[src/rtl/core/rcm_pkg.sv]
// ----------------------------------------------------------------------------
// rcm_pkg
// Shared types and constants of the RGB channel mixer.
// ----------------------------------------------------------------------------
package rcm_pkg;

  localparam int unsigned PIX_BITS  = 8;
  localparam int unsigned W_BITS    = 16;
  localparam int unsigned ROW_BITS  = 48;
  localparam int unsigned GAIN_BITS = 32;
  localparam int unsigned NUM_ROWS  = 4;
  localparam int unsigned NUM_LANES = 3;
  localparam int unsigned CFG_BITS  = 3;

  typedef logic [PIX_BITS-1:0]  pix_t;
  typedef logic [W_BITS-1:0]    weight_t;
  // weight 0 is red, 1 is green, 2 is blue
  typedef weight_t [NUM_LANES-1:0] row_t;
  typedef logic [GAIN_BITS-1:0] gain_t;

  // row order in the row and gain arrays
  localparam logic [1:0] ROW_GRAY = 2'd0;

  localparam gain_t GAIN_ONE = 32'h0001_0000;

  localparam row_t GRAY_ROW_RST  = 48'h0000_0000_0000;
  localparam row_t RED_ROW_RST   = 48'h0000_0000_1000;
  localparam row_t GREEN_ROW_RST = 48'h0000_1000_0000;
  localparam row_t BLUE_ROW_RST  = 48'h1000_0000_0000;

  typedef enum logic [CFG_BITS-1:0] {
    CFG_MONO_MODE  = 3'd0,
    CFG_KEEP_LUMA  = 3'd1,
    CFG_GRAY_ROW   = 3'd2,
    CFG_RED_ROW    = 3'd3,
    CFG_GREEN_ROW  = 3'd4,
    CFG_BLUE_ROW   = 3'd5
  } cfg_idx_e;

  typedef struct packed {
    logic                   mono;
    row_t  [NUM_ROWS-1:0]   rows;
    gain_t [NUM_ROWS-1:0]   gains;
  } mix_cfg_t;

endpackage

[src/rtl/core/rcm_gain_div.sv]
// ----------------------------------------------------------------------------
// rcm_gain_div
// Row gain sequencer: restoring divider, one quotient bit per cycle, that
// sweeps the four rows after each write to a defined register and holds the gains.
// ----------------------------------------------------------------------------
module rcm_gain_div #(
  parameter int unsigned COEF_FRAC_BITS = 12
) (
  input  logic                                       clk_i,
  input  logic                                       rst_ni,
  input  logic                                       start_i,
  input  logic                                       keep_i,
  input  rcm_pkg::row_t  [rcm_pkg::NUM_ROWS-1:0]     rows_i,
  output rcm_pkg::gain_t [rcm_pkg::NUM_ROWS-1:0]     gains_o,
  output logic                                       busy_o
);

  localparam int unsigned QW   = COEF_FRAC_BITS + 17;
  localparam int unsigned CW   = $clog2(QW);
  localparam int unsigned DIVW = 17;
  localparam int unsigned SUMW = 18;

  typedef enum logic [2:0] {
    ST_IDLE = 3'b001,
    ST_LOAD = 3'b010,
    ST_RUN  = 3'b100
  } div_state_e;

  div_state_e                             state_q, state_d;
  logic [1:0]                             row_idx_q, row_idx_d;
  logic [CW-1:0]                          bit_cnt_q, bit_cnt_d;
  logic [DIVW-1:0]                        rem_q, rem_d;
  logic [DIVW-1:0]                        div_q, div_d;
  logic [QW-1:0]                          quo_q, quo_d;
  rcm_pkg::gain_t [rcm_pkg::NUM_ROWS-1:0] gains_q, gains_d;

  rcm_pkg::row_t         sel_row;
  logic signed [SUMW-1:0] row_sum;
  logic [DIVW-1:0]       row_mag;
  logic [DIVW:0]         shifted;
  logic                  fits;
  logic [DIVW-1:0]       rem_nxt;
  logic [QW-1:0]         quo_fin;
  logic [63:0]           quo_wide;
  rcm_pkg::gain_t        gain_div;
  logic                  last_row;

  always_comb begin
    sel_row  = rows_i[row_idx_q];
    row_sum  = SUMW'($signed(sel_row[0])) + SUMW'($signed(sel_row[1]))
             + SUMW'($signed(sel_row[2]));
    row_mag  = row_sum[SUMW-1] ? DIVW'(-row_sum) : DIVW'(row_sum);
    shifted  = {rem_q, (bit_cnt_q == '0)};
    fits     = shifted >= {1'b0, div_q};
    rem_nxt  = fits ? DIVW'(shifted - {1'b0, div_q}) : DIVW'(shifted);
    quo_fin  = {quo_q[QW-2:0], fits};
    quo_wide = 64'(quo_fin);
    gain_div = (quo_wide > 64'h0000_0000_FFFF_FFFF) ? '1 : quo_wide[31:0];
    last_row = row_idx_q == 2'(rcm_pkg::NUM_ROWS - 1);
  end

  always_comb begin
    state_d   = state_q;
    row_idx_d = row_idx_q;
    bit_cnt_d = bit_cnt_q;
    rem_d     = rem_q;
    div_d     = div_q;
    quo_d     = quo_q;
    gains_d   = gains_q;
    case (state_q)
      ST_IDLE: begin
        state_d = ST_IDLE;
      end
      ST_LOAD: begin
        div_d     = row_mag;
        rem_d     = '0;
        quo_d     = '0;
        bit_cnt_d = '0;
        if (!keep_i || row_sum == '0) begin
          gains_d[row_idx_q] = rcm_pkg::GAIN_ONE;
          if (last_row) begin
            state_d = ST_IDLE;
          end else begin
            row_idx_d = row_idx_q + 2'd1;
          end
        end else begin
          state_d = ST_RUN;
        end
      end
      ST_RUN: begin
        rem_d     = rem_nxt;
        quo_d     = quo_fin;
        bit_cnt_d = bit_cnt_q + CW'(1);
        if (bit_cnt_q == CW'(QW - 1)) begin
          gains_d[row_idx_q] = gain_div;
          if (last_row) begin
            state_d = ST_IDLE;
          end else begin
            row_idx_d = row_idx_q + 2'd1;
            state_d   = ST_LOAD;
          end
        end
      end
      default: begin
        state_d = ST_IDLE;
      end
    endcase
    if (start_i) begin
      state_d   = ST_LOAD;
      row_idx_d = '0;
    end
  end

  always_ff @(posedge clk_i or negedge rst_ni) begin
    if (!rst_ni) begin
      state_q   <= ST_IDLE;
      row_idx_q <= '0;
      gains_q   <= {rcm_pkg::NUM_ROWS{rcm_pkg::GAIN_ONE}};
    end else begin
      state_q   <= state_d;
      row_idx_q <= row_idx_d;
      gains_q   <= gains_d;
    end
  end

  always_ff @(posedge clk_i) begin
    bit_cnt_q <= bit_cnt_d;
    rem_q     <= rem_d;
    div_q     <= div_d;
    quo_q     <= quo_d;
  end

  assign gains_o = gains_q;
  assign busy_o  = state_q != ST_IDLE;

  assert property (@(posedge clk_i) disable iff (!rst_ni)
    (state_q == ST_RUN) |-> (div_q != '0))
    else $error("divider running with zero divisor");

  assert property (@(posedge clk_i) disable iff (!rst_ni)
    start_i |=> (state_q == ST_LOAD) && (row_idx_q == '0))
    else $error("gain sweep did not restart at the first row");

endmodule

[config.mk]
export PLATFORM = sky130hd
export DESIGN_NAME = rcm_gain_div
export DESIGN_NICKNAME = d
export VERILOG_FILES = /design/src/rtl/core/rcm_pkg.sv /design/src/rtl/core/rcm_gain_div.sv
export SDC_FILE = /design/constraint.sdc
export NUM_CORES = 1
export LEC_CHECK = 0
export BUFFER_PORTS_ARGS = -buffer_cell sky130_fd_sc_hd__buf_2
export CELL_PAD_IN_SITES_DETAIL_PLACEMENT = 1
export CELL_PAD_IN_SITES_GLOBAL_PLACEMENT = 1
export CORE_MARGIN = 2
export CORE_UTILIZATION = 46
export DETAILED_ROUTE_END_ITERATION = 10
export PLACE_DENSITY = 0.91
export SLEW_MARGIN = 10
export SYNTH_ARGS = -nofsm -noshare
export SYNTH_HDL_FRONTEND = slang
export SYNTH_SLANG_ARGS = --single-unit
[constraint.sdc]
create_clock -name clk_i -period 15 [get_ports clk_i]
set_input_delay 1.5 -clock clk_i [delete_from_list [all_inputs] [get_ports clk_i]]
set_output_delay 1.5 -clock clk_i [all_outputs]
set_load 0.02 [all_outputs]
==> reports/metrics.cfg, run 1 <==
[cts]
cts_setup_buffers = 0
cts_buffers = 17
cts_buffer_depth = 2
clock-sinks = 200
cts.htree.levels = 4
cts_tree = yes
cts-resized-gates = 0
clkTransAtPathRegs_ns = 0.08
root_buffer = clkbuf_16
clock_latency_ns = 0.45
cts_hold_buf = 0

[synth]
yosysTopAreaCellShare_pct = 26.39
ys.flop_type = dfrtp_1
synth_seq_area_share_pct = 44.05
synthesis.nets = 1222
ys_ff_latch = 200
synth-edff-count = 67
synth_area_leaders = dfrtp_1, edfxtp_1, mux2_4, mux4_2, ha_1
yosys_warnings = 0
syn_area_sq_um = 12140
synth.largest_area_cell = dfrtp_1
synthArstFlopShare_pct = 66.50
synth_cells = 968
synth.avg_cell_area_sq_um = 12.54
yosysUniqueCellTypes = 71

[route]
avgRoutedWirePerCell_um = 23.74
vias_per_cell = 5.741
initialDrtViolationCount = 590
drcViolationCount = 0
routed_wl_mm = 38.25
vias = 9249
ant_nets = 0
first_pass_iters = 5

[cells_and_area]
layout_commonest_cell = buf_2
drive_gt1_share_pct = 43.47
layout_common_cells = buf_2, dfrtp_1, inv_1, mux2_4, edfxtp_1
area_growth_pct = 20.03
nets = 1513
fill_cells = 2778
fin_cells = 1611

[floorplanning]
die_y_um = 166.4
coreArea_sq_um = 25980
die-area_sq_um = 27700
die_w_um = 166.4
initial_utilization_pct = 46.71
core.rowCount = 59
ios = 325

[placement]
hpwl_mm = 27.54
dpl.cell_count = 1575
gp_congestion = 0.8671
io_buffers = 324

[critical_path]
path_class = reg -> reg
crit_top_cell = fa_1
crit_fanout = 52
crit_required_ns = 15.33
critical_path.slowest_cell = dfrtp_4
startpoint_type = flip-flop
crit_path_max_incr_delay_ns = 1.03
cp.arrival_ns = 6.51
cp_num_buf_inv = 2
endpoint_kind = flip-flop
cp_cell_sequence = mux4_2 > fa_1 > ha_1 > inv_1 > fa_1 > xor2_1 > nand3_1 > or3_1 > nor4_2 > nand2b_1 > nor4_4 > o21ai_4 > buf_4 > mux2_4
cpLargestDelayFamily = simple AND/OR/NAND/NOR gates

[job]
maxCapViolCount = 0

[outcome]
status = completed

[power_and_ir_drop]
p_leak_uw = 0.007604
powerDensity_nw_per_um2 = 140.1
irDropWorstVdd_mv = 0.08201

[global_route]
met3_usage_pct = 4.040
antenna_found_initial = 4
grt-ovfl-total = 0
grt_start_max_net_pins = 73
gr-usage-all-layers_pct = 27.73
first_global_vias = 10330
met1_usage_pct = 29.19
grt_pass1_wl_mm = 59.44
gr-max-usage-layer = met2
grt_use_met2_pct = 52.17

[timing]
slew_viol_final = 0
finalCritPeriodShare_pct = 41.25
worst_pin_slew_ns = 0.9707
max_freq_mhz = 161.6
max_slew_margin_pct = 35.29
fin_setup_tns_ns = 0
hold_viol_final = 0
rsz0062_at_grt = no
fin_crit_ns = 6.187
finalSetupViolCount = 0
worst_clock_skew_ns = 0.01156

[worst_hold_path]
hold_class = reg -> reg

[worst reg2reg max path, cell delays in order (launching register included)]
cell and delay, ns:
dfrtp_4 1.03, mux4_2 0.65, fa_1 0.66, ha_1 0.20
inv_1 0.05, fa_1 0.40, xor2_1 0.37, nand3_1 0.18
or3_1 0.39, nor4_2 0.37, nand2b_1 0.26, nor4_4 0.65
o21ai_4 0.08, buf_4 0.34, mux2_4 0.44
[where the power goes]
part / total, uW / switching [uW] / internal (uW) / leakage [uW]
clock network: 486 / 232 / 254 / 0.000296
registers: 673 / 33.6 / 639 / 0.00250
logic: 882 / 513 / 369 / 0.00481
total: 2040 / 779 / 1260 / 0.00760
[routing by layer]
layer / part of all wire [%] / vias to the layer above / wire [um]
met4: 6.3 / 0 / 2420
li1: - / 4011 / -
met1: 35 / 4692 / 13570
met3: 4.5 / 131 / 1731
met5: 0 / - / 0
met2: 54 / 415 / 20520
[synthesized netlist by cell type, drive strengths merged (4+ instances only)]
library cell and number:
a211o 5, a211oi 8, a21o 5, a21oi 23, a22oi 5, a32o 4, and2 16, and3 31
buf 14, clkbuf 49, dfrtp 128, dfstp 5, edfxtp 67, fa 18, ha 40, inv 119
mux2 111, mux2i 17, mux4 48, nand2 21, nand2b 11, nand3 12, nand4 4, nor2 54
nor2b 8, nor3 13, nor4 6, o211ai 4, o21a 9, o21ai 22, o21bai 5, o31ai 5
or3 4, xnor2 22, xor2 15
[final timing paths]
kind                                               start                  endpoint  slack, ns  cells past startpoint
worst max-delay path            row_idx_q[0]$_DFFE_PN0P_   gains_o[14]$_DFFE_PN0P_       8.81                     14
worst min-delay path             gains_o[48]$_DFFE_PN1P_   gains_o[48]$_DFFE_PN1P_       0.49                      2
worst max register to register  row_idx_q[0]$_DFFE_PN0P_   gains_o[14]$_DFFE_PN0P_       8.81                     14
worst min register to register   gains_o[48]$_DFFE_PN1P_   gains_o[48]$_DFFE_PN1P_       0.49                      2
max in group asynchronous                         rst_ni  row_idx_q[0]$_DFFE_PN0P_      12.30                      2
min in group asynchronous                         rst_ni   gains_o[72]$_DFFE_PN0P_       1.13                      1
[kinds of logic (layout without fill, tap and decap cells)]
| kind of cell | after synthesis | after routing | share of synthesized area, % |
|---|---|---|---|
| DFF | 200 | 200 | 44.05 |
| xor gates and xnor gates | 37 | 37 | 2.670 |
| and+or+nand+nor | 194 | 194 | 8.638 |
| AOI/OAI and AO/OA | 121 | 121 | 7.474 |
| buffers and inverters | 182 | 486 | 6.381 |
| muxes | 176 | 176 | 23.70 |
| adders and majority gates | 58 | 58 | 7.092 |
| other | 0 | 4 | 0 |
[registers in the layout, indices dropped and copies added (netlist names)]
| signal | count |
|---|---|
| gains_o | 128 |
| quo_q | 28 |
| div_q | 17 |
| rem_q | 17 |
| bit_cnt_q | 5 |
| state_q | 3 |
| row_idx_q | 2 |
[area by class of cell]
class,instances,area [sq um],share of cell area (%)
flip-flops and latches,200,5351,36.73
repair buffers,335,1707,11.71
diodes,4,10.01,0.06870
clock inverters,14,180.2,1.237
multi-input cells,586,6026,41.36
clock buffers,18,429.2,2.946
inverters,119,446.7,3.066
well taps,335,419.2,2.877
[per-stage QoR]
stage                     hold WS [ns]  total power (uW)  worst slack, ns  utilization [%]  instance area (sq um)
after global routing            0.5013              2151            8.453            56.07                  14570
final                           0.4851              2041            8.813            56.07                  14570
after CTS                       0.4895              2041            8.753            56.03                  14560
after global placement          0.4637              1477            8.680            53.68                  13950
after detailed placement        0.4713              1538            8.446            53.68                  13950
after floorplan                 0.5026              1312            9.307                -                  12140
No activity file was read; power rests on OpenSTA's default activity.
==> run 2, diff against run 1 <==
CORE_UTILIZATION = 38   (was 46)
PLACE_DENSITY = 0.81   (was 0.91)
clock period = 5.1 ns   (was 15 ns; I/O delays follow)
==> run 2 against run 1 <==
Worst setup slack worse by 8.7 ns; count of clock-buffer cells in the layout down 1; cell area grew 5.6%; critical endpoint is now gains_o[81]$_DFFE_PN0P_; global-route usage decreased by 6.4 points; largest power group unchanged; core utilization down 7.2 points; largest cell class unchanged; sequential share of layout area down 1.9 points.
==> reports/metrics.cfg, run 2 (synthesis gave the netlist of run 1 again) <==
[timing]
worst_pin_slew_ns = 1.085  ; +0.1146 ns
max_freq_mhz = 200.0  ; +24%
finalCritPeriodShare_pct = 98.02  ; +57 points
slew_viol_final = 0  ; unchanged
hold_viol_final = 0  ; unchanged
finalSetupViolCount = 0  ; unchanged
max_slew_margin_pct = 27.57  ; -7.7 points
fin_crit_ns = 4.999  ; -1.189 ns
worst_clock_skew_ns = 0.01319  ; +0.001634 ns
holdWs_ns = 0.007914  ; -0.4772 ns

[critical_path]
crit_fanout = 7  ; -87%
critical_path.slowest_cell = fa_2
reg2reg_slack_ns = 0.10  ; -8.71 ns
cp_num_buf_inv = 3  ; +1
endpoint_kind = flip-flop
crit_required_ns = 5.43  ; -9.90 ns
startpoint_type = flip-flop
crit_path_max_incr_delay_ns = 0.68  ; -0.35 ns
cp.arrival_ns = 5.33  ; -1.18 ns
cpLargestDelayFamily = simple AND/OR/NAND/NOR gates
path_class = reg -> reg
cp_cell_sequence = mux4_2 > fa_2 > ha_4 > inv_1 > fa_1 > nand2b_4 > a21oi_2 > xor2_1 > or3_4 > nor4_4 > nand2b_4 > nor4_4 > buf_6 > o21ai_4 > clkbuf_16 > mux2_4

[cells_and_area]
nets = 1555  ; +2.8%
multi_input_comb_area_sq_um = 6216  ; +3.2%
register_area_sq_um = 5351  ; unchanged
area_growth_pct = 26.71
drive_gt1_share_pct = 47.49  ; +4.0 points
largest_register_ffs = 128  ; unchanged
layout_common_cells = buf_2, dfrtp_1, inv_1, mux2_4, edfxtp_1
layout_commonest_cell = buf_2
fill_cells = 3353  ; +21%

[global_route]
grt_start_max_net_pins = 61  ; -16%
antenna_found_initial = 4  ; unchanged
first_global_vias = 9898  ; -4.2%
grt_pass1_wl_mm = 54.88  ; -7.7%
gr-usage-all-layers_pct = 21.31  ; -6.4 points
grt-ovfl-total = 0  ; unchanged

[power_and_ir_drop]
p_leak_uw = 0.007946  ; +4.5%
irDropWorstVdd_mv = 0.2981  ; +260%
power_uw = 6257  ; +210%
powerDensity_nw_per_um2 = 406.8  ; +190%

[cts]
cts_tree = yes
cts_buffer_depth = 2  ; unchanged
cts_hold_buf = 0  ; unchanged
root_buffer = clkbuf_16
clkTransAtPathRegs_ns = 0.09  ; about the same
clock-sinks = 200  ; unchanged
clock_latency_ns = 0.45  ; about the same
cts_buffers = 17  ; unchanged
cts.htree.levels = 4  ; unchanged

[job]
maxCapViolCount = 0  ; unchanged

[route]
vias_per_cell = 5.304  ; -7.6%
vias = 9128  ; -1.3%
ant_nets = 0  ; unchanged
drcViolationCount = 0  ; unchanged
avgRoutedWirePerCell_um = 21.21  ; -11%
initialDrtViolationCount = 330  ; -44%
first_pass_iters = 4  ; -1
routed_wl_mm = 36.50  ; -4.6%

[placement]
hpwl_mm = 26.59  ; -3.5%
io_buffers = 324  ; unchanged
gp_congestion = 0.8331  ; -3.9%

[floorplanning]
core.rowCount = 65  ; +10%
die_w_um = 182.7  ; +9.8%
ios = 325  ; unchanged
die-area_sq_um = 33390  ; +21%
initial_utilization_pct = 38.56  ; -8.1 points
die_y_um = 182.7  ; +9.8%
coreArea_sq_um = 31470  ; +21%

[worst_hold_path]
hold_class = in -> async

[outcome]
status = completed

[run 2: cell types whose count changed in the layout (fill, tap and decap cells not counted), sizes merged]
cell      delta
buf         +39
inv          +5
bufinv       -2
clkbuf       +2
clkinv       -1
clkinvlp     -1
diode        +1
[run 2: layout make-up]
type	instances	area share, %
clock buffer	17	2.766
tap	402	3.270
clock inverter	15	1.269
antenna	5	0.08135
multi-input combinational	586	40.42
timing repair buffer	377	14.50
sequential	200	34.79
inverter	119	2.904
[run 2: report_power, final]
group	switching (uW)	internal [uW]
clock	735	688
combinational	1590	1290
sequential	73.1	1880
[run 2: repair_timing]
item,4_1_cts,5_1_grt
pin swaps,1,7
setup buffers,0,7
resized for setup,5,42
endpoints found under the setup margin,85,129
gates cloned,1,3
[run 2: through the flow]
stage | area, sq um | util (%) | TNS, ns | std cells | setup slack (ns)
after global placement | 14350 | 45.61 | 0 | 1673 | 0.05525
after CTS | 15030 | 47.74 | 0 | 1706 | 0.02752
after floorplan | 12140 | - | 0 | 968 | 0.001020
final | 15380 | 48.86 | 0 | 1721 | 0.1012
after detailed placement | 14350 | 45.61 | -1.192 | 1673 | -0.04795
after global routing | 15380 | 48.86 | -1.429 | 1721 | -0.06127
[run 2: metal layers]
layer	vias to the layer above	part of all wire [%]	GRT usage [%]	routed length [um]
li1	4102	-	-	-
met2	304	55	40.65	20000
met5	-	0	0	0
met3	64	3.8	3.073	1381
met1	4658	38	23.49	13790
met4	0	3.6	8.968	1324
[run 2: final timing paths]
| path | from | endpoint | depth (start not counted) |
|---|---|---|---|
| max | row_idx_q[0]$_DFFE_PN0P_ | gains_o[81]$_DFFE_PN0P_ | 16 |
| min | rst_ni | gains_o[7]$_DFFE_PN0P_ | 1 |
| max reg2reg | row_idx_q[0]$_DFFE_PN0P_ | gains_o[81]$_DFFE_PN0P_ | 16 |
| min reg2reg | gains_o[80]$_DFFE_PN1P_ | gains_o[80]$_DFFE_PN1P_ | 2 |
| max in group asynchronous | rst_ni | row_idx_q[0]$_DFFE_PN0P_ | 2 |
| min in group clk_i | start_i | state_q[0]$_DFFE_PN1P_ | 2 |
[run 2: worst register-to-register path: stages (launching register included)]
cell and delay, ns:
dfrtp_4 0.59, mux4_2 0.57, fa_2 0.68, ha_4 0.16, inv_1 0.05, fa_1 0.38
nand2b_4 0.18, a21oi_2 0.13, xor2_1 0.09, or3_4 0.42, nor4_4 0.37, nand2b_4 0.10
nor4_4 0.29, buf_6 0.20, o21ai_4 0.15, clkbuf_16 0.23, mux2_4 0.29
